**src/hw/rtl/hashed_key_table_assert.svh**
```systemverilog
// Assertion macros used by the hashed key table back end
`ifndef HASHED_KEY_TABLE_ASSERT_SVH
`define HASHED_KEY_TABLE_ASSERT_SVH

// Same-cycle implication, checked on the rising clock edge outside reset
`define HKT_ASSERT_NOW(label, ante, cons) \
   label: assert property (@(posedge clock) disable iff (reset) (ante) |-> (cons)) \
      else $error("assertion failed");

// Next-cycle implication, checked on the rising clock edge outside reset
`define HKT_ASSERT_NEXT(label, ante, cons) \
   label: assert property (@(posedge clock) disable iff (reset) (ante) |=> (cons)) \
      else $error("assertion failed");

`endif

```
**src/hw/rtl/hkt_queue.sv**
```systemverilog
// Two-entry job queue between the front and back ends
module hkt_queue #(
   parameter int WIDTH = 8
) (
   input  logic             clock,
   input  logic             reset,
   input  logic             push,
   input  logic [WIDTH-1:0] push_data,
   output logic             push_ready,
   input  logic             pop,
   output logic             pop_valid,
   output logic [WIDTH-1:0] pop_data
);
   logic [WIDTH-1:0] entry_ff [2];
   logic             wr_ptr_ff, wr_ptr_in;
   logic             rd_ptr_ff, rd_ptr_in;
   logic [1:0]       count_ff, count_in;
   logic             do_push, do_pop;

   assign push_ready = (count_ff != 2'd2);
   assign pop_valid  = (count_ff != 2'd0);
   assign pop_data   = entry_ff[rd_ptr_ff];
   assign do_push    = push && push_ready;
   assign do_pop     = pop && pop_valid;

   always_comb begin
      wr_ptr_in = do_push ? ~wr_ptr_ff : wr_ptr_ff;
      rd_ptr_in = do_pop ? ~rd_ptr_ff : rd_ptr_ff;
      count_in  = count_ff + {1'b0, do_push} - {1'b0, do_pop};
   end

   always_ff @(posedge clock) begin
      if (reset) begin
         wr_ptr_ff <= 1'b0;
         rd_ptr_ff <= 1'b0;
         count_ff  <= 2'd0;
      end else begin
         wr_ptr_ff <= wr_ptr_in;
         rd_ptr_ff <= rd_ptr_in;
         count_ff  <= count_in;
      end
      if (do_push) begin
         entry_ff[wr_ptr_ff] <= push_data;
      end
   end
endmodule

```
**config.mk**
```make
export PLATFORM = sky130hd
export DESIGN_NAME = hkt_queue
export DESIGN_NICKNAME = d
export VERILOG_FILES = /design/src/hw/rtl/hashed_key_table_assert.svh /design/src/hw/rtl/hkt_queue.sv
export SDC_FILE = /design/constraint.sdc
export NUM_CORES = 1
export LEC_CHECK = 0
export ABC_CLOCK_PERIOD_IN_PS = 2000
export BUFFER_PORTS_ARGS = -buffer_cell sky130_fd_sc_hd__clkbuf_2
export CORE_MARGIN = 2
export CORE_UTILIZATION = 52
export CTS_BUF_LIST = sky130_fd_sc_hd__clkbuf_4
export DETAILED_ROUTE_END_ITERATION = 10
export MAX_ROUTING_LAYER = met4
export PLACE_DENSITY = 0.85
export RECOVER_POWER = 25
export REMOVE_ABC_BUFFERS = 1
export SYNTH_ARGS = -nofsm -noshare
export SYNTH_HDL_FRONTEND = slang
export SYNTH_SLANG_ARGS = --single-unit
export TNS_END_PERCENT = 5
```
**constraint.sdc**
```tcl
create_clock -name clock -period 2 [get_ports clock]
set_input_delay 0.3 -clock clock [delete_from_list [all_inputs] [get_ports clock]]
set_output_delay 0.3 -clock clock [all_outputs]
set_load 0.02 [all_outputs]
```
Word-level counts from Yosys, hierarchy flattened
Memory sizes are Yosys's and may differ from the RTL's. A register that Yosys moved wholly into a read port is not among the register bits.
Index checks and enable logic that the tools add are counted.
- register bits after elaboration: 4
- RAM bits: 16
- word-level logic and storage cells: 16
- memories kept: 1
- memory list (memory ; words ; width ; rd ports ; clocked after memory_dff ; write ports ; RTL line ; RTL):
    entry_ff ; 2 ; 8 ; 1 ; 1 ; 1 ; hkt_queue.sv:14 ; logic [WIDTH-1:0] entry_ff [2];
- add/subtract/negate cells: 2
- equal/unequal tests: 1
- mux-type cells: 4
- bitwise operators: 2
- reduce and logical (&&, ||, !) cells: 3
- operators with widths (kind ; number):
    two-way mux 1 bit ; 4
    adder 2 x 1 -> 2 bit ; 1
    logical AND 1 bit ; 2
    inequality test 2 bit (second input constant) ; 1
    NOT 1 bit ; 2
    nonzero test 2 bit ; 1
    subtractor 2 x 1 -> 2 bit ; 1

Logic depth before layout (Yosys ltp)
- word-level depth: 4
- mapped depth: 8
- mapped depth without buffers: 8

Worst setup path after synthesis
Ideal clock, no wire load.
- path type: register to register
- start point: reg count_ff[0]
- end point: reg count_ff[1]
- setup time: 0.115 ns
- data arrival time: 1.416 ns
- required time: 1.885 ns
- setup slack: 0.469 ns
- cell stages (with the launch flop): 9
- path through: dfxtp_1 nand2b_2 nand2_2 ha_1 inv_1 ha_1 xor2_1 xnor2_1 nor2_1
- word-level cells in the longest chain between the ends: 4
- elaborated cells on any way between the ends: 6
- those cells by class: add/sub: 2; eq/ne: 1; reduce/logical: 3
- RTL lines (item ; RTL line ; RTL):
    start: declaration ; hkt_queue.sv:17 ; logic [1:0] count_ff, count_in;
    start signal: assignment ; hkt_queue.sv:40 ; count_ff <= count_in;
    inequality test 2 bit ; hkt_queue.sv:20 ; assign push_ready = (count_ff != 2'd2);
    net push_ready ; hkt_queue.sv:9 ; output logic push_ready,
    logical AND 1 bit ; hkt_queue.sv:23 ; assign do_push = push && push_ready;
    adder 2 x 1 -> 2 bit ; hkt_queue.sv:29 ; count_in = count_ff + {1'b0, do_push} - {1'b0, do_pop};
    subtractor 2 x 1 -> 2 bit ; hkt_queue.sv:29 ;
The timed path passes the listed nets, and every way through them passes these cells.
A chain may end at the register's enable or synchronous reset.

==> impl_metrics.py <==
metrics = {
    "clock_tree": {
        "ctsHoldBuffers": 0,
        "root_buffer": "clkbuf_4",
        "clkTransAtPathRegs_ns": 0.11,
        "numCtsBuffers": 3,
        "clockBufferDepth": 2,
        "clkSinkCount": 21,
        "post_cts_buffers": 0,
        "postCtsResizedCells": 0,
        "cts_tree": "done",
        "clock_latency_ns": 0.29,
        "ctsHtreeMaxLevel": 1,
    },
    "timing": {
        "fin_crit_sh_pct": 82.9,
        "worst_pin_slew_ns": 0.379,
        "hold_viol_final": 0,
        "fin_crit_ns": 1.66,
        "setup_violations": 0,
        "rsz0062_at_grt": "no",
        "tns_ns": 0,
        "finalClockSkew_ns": 0.00893,
        "fmax_mhz": 603,
        "relSlewSlack_pct": 74.7,
        "drv_slew": 0,
    },
    "worst_setup_path": {
        "reg2reg_slack_ns": 0.45,
        "critPathMaxFanout": 8,
        "crit_path_end_kind": "primary output",
        "worstPathRequired_ns": 1.70,
        "cp.arrival_ns": 1.36,
        "r2r_end": "count_ff[1]",
        "reg2reg_from": "count_ff[1]",
        "crit_type": "register to primary output",
        "start_kind": "register",
        "r2r_cells": 7,
    },
    "finish": {
        "drive_gt1_share_pct": 36.5,
        "finish.utilization_pct": 65.0,
        "fin_nets": 89,
        "fin_cells": 90,
        "syn2layout_area_growth_pct": 18.9,
        "fillCellCount": 113,
        "antenna_cells": 0,
    },
    "pwr": {
        "powerDensity_mw_per_mm2": 1240,
        "ir_drop_uv": 667,
        "finalPower_w": 0.00120,
        "p_leak_nw": 0.398,
    },
    "detailed_routing": {
        "num_vias": 452,
        "antenna_left": 0,
        "dr.pass1.iters": 2,
        "viasPerCell": 5.02,
        "first_iter_violations": 4,
        "wl_um": 1150,
        "drt-wirelength-per-cell_um": 12.8,
        "drc": 0,
    },
    "yosys": {
        "yosysWarnings": 0,
        "syn_inst": 49,
        "ys_seq_area_share_pct": 71.4,
        "ys_types": 16,
        "syn_area_um2": 813,
        "ys_ff_latch": 21,
        "syn_area_per_cell_um2": 16.6,
    },
    "place": {
        "dp_cells": 86,
        "portBuffers": 21,
        "globalplace.congestion": 0.648,
        "dpl.hpwl_um": 820,
    },
    "worst_hold_path": {
        "hp-class": "input port to register",
        "min_path_cells": 1,
        "min_to": "entry_ff[0][2]",
        "worstHoldStart": "push_data[2]",
    },
    "die": {
        "dieHeight_um": 43.5,
        "die_w_um": 43.5,
        "top_level_ports": 22,
        "row_count": 14,
        "dieArea_mm2": 0.00190,
        "core_area_mm2": 0.00149,
        "start_util_pct": 54.6,
    },
    "grt": {
        "grt_overflow": 0,
        "first_global_vias": 429,
        "grt_max_degree": 12,
        "antenna_found_initial": 0,
        "grt_pass1_wl_um": 1760,
        "track_usage_pct": 13.8,
    },
    "run_status": {
        "status": "finished, final reports clean",
    },
    "run": {
        "max_cap_violations": 0,
    },
}
-- flip-flops by register name, summed over array words and instances, names as in the netlist, named ones only --
| register | count |
|---|---|
| wr_ptr_ff | 1 |
| rd_ptr_ff | 1 |
| entry_ff | 16 |
| count_ff | 2 |
-- stage by stage --
step / hold slack (ns) / worst slack, ns / cell area, µm²
after detailed placement: 0.493 / 0.456 / 941
after global placement: 0.490 / 0.499 / 941
after floorplan: 0.372 / 0.469 / 808
final: 0.191 / 0.341 / 967
after CTS: 0.183 / 0.320 / 971
after global routing: 0.167 / 0.260 / 967
-- synth_stat cells, drive strengths merged --
library cell	n	area share [%]
dfxtp	5	12
edfxtp	16	59
ha	2	3.1
and3	1	0.77
o21a	1	1.1
mux2	9	13
inv	1	0.46
nand2	1	0.77
nor2b	2	1.5
xor2	1	1.1
nand2b	1	1.1
nor2	5	2.3
xnor2	2	2.2
buf	1	0.61
or2	1	0.77
-- worst max-delay path, stage by stage (launching register included) --
cell and delay [ns]:
dfxtp_1 0.55, mux2_1 0.37, clkbuf_2 0.16
-- where the power goes --
group          total, W  switching [W]  internal, W
sequential     0.000607      0.0000520     0.000555
combinational  0.000385       0.000214     0.000171
clock          0.000205       0.000114    0.0000910
total           0.00120       0.000380     0.000817
-- cells in the final DEF, fill, tap and decap left out, drive strengths merged --
master   n
nor2     5
buf      1
nand2    1
nand2b   1
or2      1
dfxtp    5
xnor2    2
xor2     1
o21a     1
ha       2
edfxtp  16
nor2b    2
clkbuf  25
inv      1
and3     1
mux2     9
-- how the worst max path moves through the flow --
stage             endpoint  slack, ns  cells past startpoint
6_report       pop_data[2]       0.34                      2
5_1_grt        pop_data[2]       0.26                      2
4_1_cts        pop_data[7]       0.32                      2
3_5_place_dp   count_ff[1]       0.46                      7
3_3_place_gp   count_ff[1]       0.50                      7
2_1_floorplan  count_ff[1]       0.47                      8
-- cell families after synthesis --
family / Yosys count / share of synthesized area (%)
AO/OA/AOI/OAI: 1 / 1.08
XOR/XNOR: 3 / 3.23
adder cells (fa/ha/maj): 2 / 3.08
buffers and inverters: 2 / 1.08
flip-flops: 21 / 71.4
multiplexers: 9 / 12.9
AND/OR/NAND/NOR: 11 / 7.23
-- area by class of cell --
| class | instances | area (µm²) | share of cell area [%] |
|---|---|---|---|
| well taps | 16 | 20.0 | 2.07 |
| inverters | 1 | 3.75 | 0.388 |
| flip-flops and latches | 21 | 581 | 60.0 |
| multi-input cells | 26 | 224 | 23.2 |
| clock buffers | 4 | 30.0 | 3.10 |
| repair buffers | 22 | 109 | 11.3 |
-- layer usage --
layer | vias up | GRT usage, % | wire [µm] | share of wire [%]
met4 | 0 | 9.09 | 9 | 0.78
met5 | - | - | 0 | 0
li1 | 227 | - | - | -
met1 | 209 | 15.5 | 511 | 44
met2 | 14 | 21.2 | 567 | 49
met3 | 2 | 4.17 | 64 | 5.6
(Power assumes the default switching activity.)
