File: src/hw/rtl/hashed_key_table_assert.svh
// Assertion macros used by the hashed key table back end
`ifndef HASHED_KEY_TABLE_ASSERT_SVH
`define HASHED_KEY_TABLE_ASSERT_SVH

// Same-cycle implication, checked on the rising clock edge outside reset
`define HKT_ASSERT_NOW(label, ante, cons) \
   label: assert property (@(posedge clock) disable iff (reset) (ante) |-> (cons)) \
      else $error("assertion failed");

// Next-cycle implication, checked on the rising clock edge outside reset
`define HKT_ASSERT_NEXT(label, ante, cons) \
   label: assert property (@(posedge clock) disable iff (reset) (ante) |=> (cons)) \
      else $error("assertion failed");

`endif

File: src/hw/rtl/hkt_pkg.sv
// Shared constants for the hashed key table
package hkt_pkg;
   localparam logic [31:0] HASH_SEED = 32'd5381;
   localparam int HASH_BITS = 32;
   localparam int ID_BITS = 11;
   localparam int ID_OFFSET = 2;

   localparam logic [1:0] KIND_LOOKUP = 2'd0;
   localparam logic [1:0] KIND_CREATE = 2'd1;
   localparam logic [1:0] KIND_REMOVE = 2'd2;

   localparam logic [2:0] ST_OK        = 3'd0;
   localparam logic [2:0] ST_NOT_FOUND = 3'd1;
   localparam logic [2:0] ST_DUPLICATE = 3'd2;
   localparam logic [2:0] ST_FULL      = 3'd3;
   localparam logic [2:0] ST_TOO_LONG  = 3'd4;

   typedef enum logic [4:0] {
      BK_CLEAR = 5'b00001,
      BK_IDLE  = 5'b00010,
      BK_MOD   = 5'b00100,
      BK_READ  = 5'b01000,
      BK_CHECK = 5'b10000
   } back_state_type;
endpackage

File: src/hw/rtl/hkt_front.sv
// Front end: collects key bytes, hashes them and queues one job per key
module hkt_front #(
   parameter int KEY_BYTES = 32,
   parameter int JOB_W = 8
) (
   input  logic             clock,
   input  logic             reset,
   input  logic             req_valid,
   output logic             req_ready,
   input  logic [1:0]       req_kind,
   input  logic [7:0]       req_key_byte,
   input  logic             req_key_last,
   output logic             job_push,
   output logic [JOB_W-1:0] job_data,
   input  logic             job_ready
);
   localparam int LW = $clog2(KEY_BYTES + 1);
   localparam int BI = $clog2(KEY_BYTES);
   localparam int KW = KEY_BYTES * 8;

   logic [31:0]   hash_ff, hash_in, hash_nx;
   logic [LW-1:0] len_ff, len_in, len_nx;
   logic          ovf_ff, ovf_in, ovf_nx;
   logic [7:0]    buf_ff [KEY_BYTES];
   logic [KW-1:0] key_packed;
   logic          room, xfer;

   assign req_ready = job_ready || !req_key_last;
   assign xfer      = req_valid && req_ready;
   assign job_push  = xfer && req_key_last;

   always_comb begin
      hash_nx = (hash_ff << 5) + hash_ff + {24'd0, req_key_byte};
      room    = (len_ff < LW'(KEY_BYTES));
      len_nx  = room ? len_ff + LW'(1) : len_ff;
      ovf_nx  = ovf_ff || !room;
      for (int i = 0; i < KEY_BYTES; i++) begin
         // merge the current byte, zero bytes past the key end
         if (LW'(i) >= len_nx) begin
            key_packed[i*8 +: 8] = 8'd0;
         end else if (room && (len_ff[BI-1:0] == BI'(i))) begin
            key_packed[i*8 +: 8] = req_key_byte;
         end else begin
            key_packed[i*8 +: 8] = buf_ff[i];
         end
      end
      job_data = {req_kind, ovf_nx, len_nx, hash_nx, key_packed};
      hash_in  = hash_ff;
      len_in   = len_ff;
      ovf_in   = ovf_ff;
      if (xfer) begin
         if (req_key_last) begin
            hash_in = hkt_pkg::HASH_SEED;
            len_in  = '0;
            ovf_in  = 1'b0;
         end else begin
            hash_in = hash_nx;
            len_in  = len_nx;
            ovf_in  = ovf_nx;
         end
      end
   end

   always_ff @(posedge clock) begin
      if (reset) begin
         hash_ff <= hkt_pkg::HASH_SEED;
         len_ff  <= '0;
         ovf_ff  <= 1'b0;
      end else begin
         hash_ff <= hash_in;
         len_ff  <= len_in;
         ovf_ff  <= ovf_in;
      end
      if (xfer && room) begin
         buf_ff[len_ff[BI-1:0]] <= req_key_byte;
      end
   end
endmodule

File: config.mk
export PLATFORM = sky130hd
export DESIGN_NAME = hkt_front
export DESIGN_NICKNAME = d
export VERILOG_FILES = /design/src/hw/rtl/hashed_key_table_assert.svh /design/src/hw/rtl/hkt_pkg.sv /design/src/hw/rtl/hkt_front.sv
export SDC_FILE = /design/constraint.sdc
export NUM_CORES = 1
export LEC_CHECK = 0
export BUFFER_PORTS_ARGS = -buffer_cell sky130_fd_sc_hd__buf_2
export CORE_MARGIN = 5
export CORE_UTILIZATION = 55
export CTS_BUF_LIST = sky130_fd_sc_hd__clkbuf_4
export CTS_CLUSTER_DIAMETER = 30
export CTS_CLUSTER_SIZE = 16
export DETAILED_ROUTE_END_ITERATION = 8
export GPL_TIMING_DRIVEN = 1
export PLACE_DENSITY = 0.85
export SLEW_MARGIN = 20
export SYNTH_ARGS = -nofsm -noshare
export SYNTH_HDL_FRONTEND = slang
export SYNTH_SLANG_ARGS = --single-unit
File: constraint.sdc
create_clock -name clock -period 3 [get_ports clock]
set_clock_uncertainty 0.05 [all_clocks]
set_input_delay 0.3 -clock clock [delete_from_list [all_inputs] [get_ports clock]]
set_output_delay 0.3 -clock clock [all_outputs]
set_load 0.05 [all_outputs]
# Word level (Yosys, flattened, before mapping)
# Memories as Yosys holds them, arrays and structs flattened.
# Index checks and enable logic that the tools add are counted.
# W data, S select, Z words.
# classes
n_addsub	1
n_lt_le_gt_ge	2
muxes	6
n_reduce_logical	7
# ops
cell	n
$mux W8	2
$mux W6	2
$add A6 B1 Y6 const B	1
$ge A1 B6 Y1 const A	1
$lt A6 B6 Y1 const B	1
$logic_not A5 Y1	1
$logic_and A1 B1 Y1	4
$mux W1	2
$logic_not A1 Y1	1
$logic_or A1 B1 Y1	1
# totals
reg_bits	6
ramBits	256
input_bits	15
out_inout_bits	10
elab_cells	18
n_memories	1
# mem_list
name	words	width	read_ports	rd_ports_with_merged_regs	wr	line	source
buf_ff	32	8	1	0	1	hkt_front.sv:24	logic [7:0] buf_ff [KEY_BYTES];

# Longest topological paths before layout
# logic_depth
word_depth	6
mapped_depth	6
ltp_nobuf	6

# Worst setup path after synthesis
# OpenSTA, ideal clock, no wires.
# synth_timing
path_type	flip-flop to output port
start	reg len_ff[0]
end	out job_data[0]
t_arrival_ns	1.879
t_required_ns	2.650
path_slack_ns	0.771
path_stages_with_launch	7
n_path_buf	1
cell_sequence	dfxtp_1 -> ha_1 -> nand4b_4 -> xor2_1 -> and3_4 -> buf_6 -> nor2_1
# synth_via
elab_chain_cells	4
word_cells_on_any_way	8
cone_classes	add/sub (1); order compare (2); mux (3); reduce/logical (2)
# synth_lines
element	line	source
from (decl)	hkt_front.sv:22	logic [LW-1:0] len_ff, len_in, len_nx;
from (signal assigned)	hkt_front.sv:71	len_ff <= len_in;
$add A6 B1 Y6 (tied with other cells)	hkt_front.sv:35	len_nx = room ? len_ff + LW'(1) : len_ff;
$mux W6 or $logic_and A1 B1 Y1 (tied branches)	hkt_front.sv:35, hkt_front.sv:41	
$ge A1 B6 Y1 or $mux W8 (tied branches)	hkt_front.sv:39, hkt_front.sv:41	
$mux W8 (*)	hkt_front.sv:39	if (LW'(i) >= len_nx) begin
to (decl)	hkt_front.sv:14	output logic [JOB_W-1:0] job_data,
# Every way passes the cells marked *; elsewhere a longest branch is shown, timed or not.

# Worst setup path in the final report
# layout_timing
start	reg len_ff[0]
end	out job_data[5]
# Same word-level chain as after synthesis.

==> flow_summary.ini <==
[status]
outcome = completed

[finish]
nNetsFinal = 119
drive_gt1_frac = 0.267
n_antenna_cell = 0
area_growth_pct = 15.0

[cts]
cts_resized = 0
clock_path_buffers = 2
hold_buffers = 0
clk_latency_ns = 0.28
numClockSinks = 14
h-tree-depth = 1
cts_setup_buffers = 0
numCtsBuffers = 3
cts_tree = built
root_buffer = clkbuf_4
clk_pin_slew_ns = 0.08

[power]
p_clk_frac = 0.245
power.total_uw = 445
p_comb_frac = 0.267
seqPwrFrac = 0.488
switchingPower_uw = 150
power_density_nw_per_um2 = 478
p_int_uw = 294
swShare = 0.338
ir_worst_vdd_uv = 288
cellLeakagePower_nw = 0.467

[synth]
avgSynthCellArea_um2 = 10.2
yosysWarnings = 0
synth_seq_cells = 14
yosysMostFrequentCell = nor2_1
yosysSeqAreaShare = 0.445
synth_top_area_frac = 0.297
synth_common_cells = nor2_1, mux2i_1, edfxtp_1
synth-main-ff-cell = edfxtp_1
synth_nets = 96
synthArstFlopShare = 0
synth_top_area_cell = edfxtp_1
synth.area.top_cells = edfxtp_1, dfxtp_1, mux2i_1
syn_area_um2 = 810
syn-instance-count = 79
ys_types = 26
synth-edff-count = 8

[timing]
min_period_over_period = 0.781
hold_ws_ns = 0.155
grt_setup_unrepaired = false
worst_pin_slew_ns = 0.512
setup_viol = 0
finalMaxSlewViolations = 0
fin_tns_setup_ns = 0
fmax_mhz = 427
hold_violations = 0
slew_headroom = 0.659
min_period_ns = 2.34

[job]
drv_cap = 0

[floorplanning]
die_area_um2 = 2340
core_um2 = 1350
die_h_um = 48.4
die_w_um = 48.4
start_util = 0.600
pin_count = 25
rows = 13

[drt]
wl_per_cell_um = 15.3
postRouteWirelength_mm = 1.77
viasPerCell = 5.87
dr.pass1.iters = 4
drcViolationCount = 0
final_antenna_net_count = 0
dr_total_vias = 681
dr.first_iter.drc_count = 12

[place]
place.gp.congestion = 0.817
hpwl_mm = 1.31
port_buffers = 22

[worst_setup_path]
worstSetupPathType = register to output pin
r2r_cells = 4
cp-startpoint = len_ff[0]$_SDFFE_PP0P_
start_kind = register
worstPathMaxFanout = 8
cp_data_arrival_time_ns = 1.99
required_ns = 2.65
endpoint = job_data[5]
rr_endpoint = buf_ff[0][7]$_DFFE_PP_
r2r_slack_ns = 1.04
crit_path_end_kind = output pin
crit-reg2reg-launch = len_ff[0]$_SDFFE_PP0P_

[worst_hold_path]
hold_path.class = primary input to register

[grt]
grt_max_degree = 10
grt-ovfl-total = 0
antenna_found_initial = 0
grt_first_pass_wirelength_mm = 3.07
grtUsageTotal = 0.164
grt_pass1_vias = 687
## metrics by stage
stage / setup WS, ns / instance area [µm²] / util / std cells
after floorplan: 0.771 / 810 / - / 79
after global placement: 1.01 / 905 / 0.670 / 112
after detailed placement: 0.969 / 905 / 0.670 / 112
after CTS: 0.653 / 931 / 0.690 / 116
after global routing: 0.471 / 931 / 0.690 / 116
final: 0.657 / 931 / 0.690 / 116
## area by class of cell
cell class	instances	area (µm²)
Sequential cell	14	360
Fill cell	120	419
Inverter	3	11.3
Clock inverter	1	3.75
Multi-Input combinational cell	58	404
Timing Repair Buffer	22	110
Tap cell	15	18.8
Clock buffer	3	22.5
## kinds of logic (layout without fill, tap and decap cells)
| group | count (synthesis) | in the layout | synth area share |
|---|---|---|---|
| AOI/OAI and AO/OA | 11 | 11 | 0.0912 |
| and+or+nand+nor | 34 | 34 | 0.244 |
| adders and majority gates | 2 | 2 | 0.0309 |
| DFF | 14 | 14 | 0.445 |
| muxes | 9 | 9 | 0.111 |
| buffers and inverters | 7 | 29 | 0.0556 |
| xor gates and xnor gates | 2 | 2 | 0.0216 |
## critical path, stage by stage, from the launching register on
cell	delay, ns
dfxtp_1	0.45
inv_1	0.10
ha_1	0.32
nor4_1	0.29
and3_4	0.30
nor2_1	0.06
buf_2	0.20
## state kept, by name, summed over array words and instances (netlist names)
register  cells
buf_ff        8
len_ff        6
## worst min-delay path by stage
stage	endpoint	cells after the start	startpoint	slack, ns
2_1_floorplan	len_ff[0]$_SDFFE_PP0P_	1	reset	0.32
3_3_place_gp	buf_ff[0][3]$_DFFE_PP_	1	req_key_byte[3]	0.44
3_5_place_dp	buf_ff[0][6]$_DFFE_PP_	1	req_key_byte[6]	0.44
4_1_cts	buf_ff[0][6]$_DFFE_PP_	1	req_key_byte[6]	0.15
5_1_grt	buf_ff[0][6]$_DFFE_PP_	1	req_key_byte[6]	0.15
6_report	buf_ff[0][6]$_DFFE_PP_	1	req_key_byte[6]	0.15
## layer usage
layer,vias to the layer above,global-route usage,wire length [µm]
li1,330,-,-
met3,9,0.0367,94
met2,31,0.257,860
met4,0,0.0922,62
met5,-,0,0
met1,311,0.205,754
## cells in the final DEF (no fill, tap or decap), types with 3 or more instances in the layout
cell	n
buf_2	22
nor2_1	12
mux2i_1	9
edfxtp_1	8
dfxtp_1	6
nand2b_1	4
a21oi_1	4
inv_1	3
nor3_1	3
and3_1	3
nand2_1	3
a2bb2oi_1	3
clkbuf_4	3
## power groups by stage
| stage | Clock (mW) | Sequential (mW) | Combinational (mW) |
|---|---|---|---|
| final | 0.109 | 0.217 | 0.119 |
| after global routing | 0.119 | 0.218 | 0.128 |
| after CTS | 0.111 | 0.217 | 0.119 |
| after detailed placement | 0 | 0.221 | 0.119 |
| after global placement | 0 | 0.221 | 0.117 |
| after floorplan | 0 | 0.220 | 0.0907 |
Power figures use the tool's default switching activity.
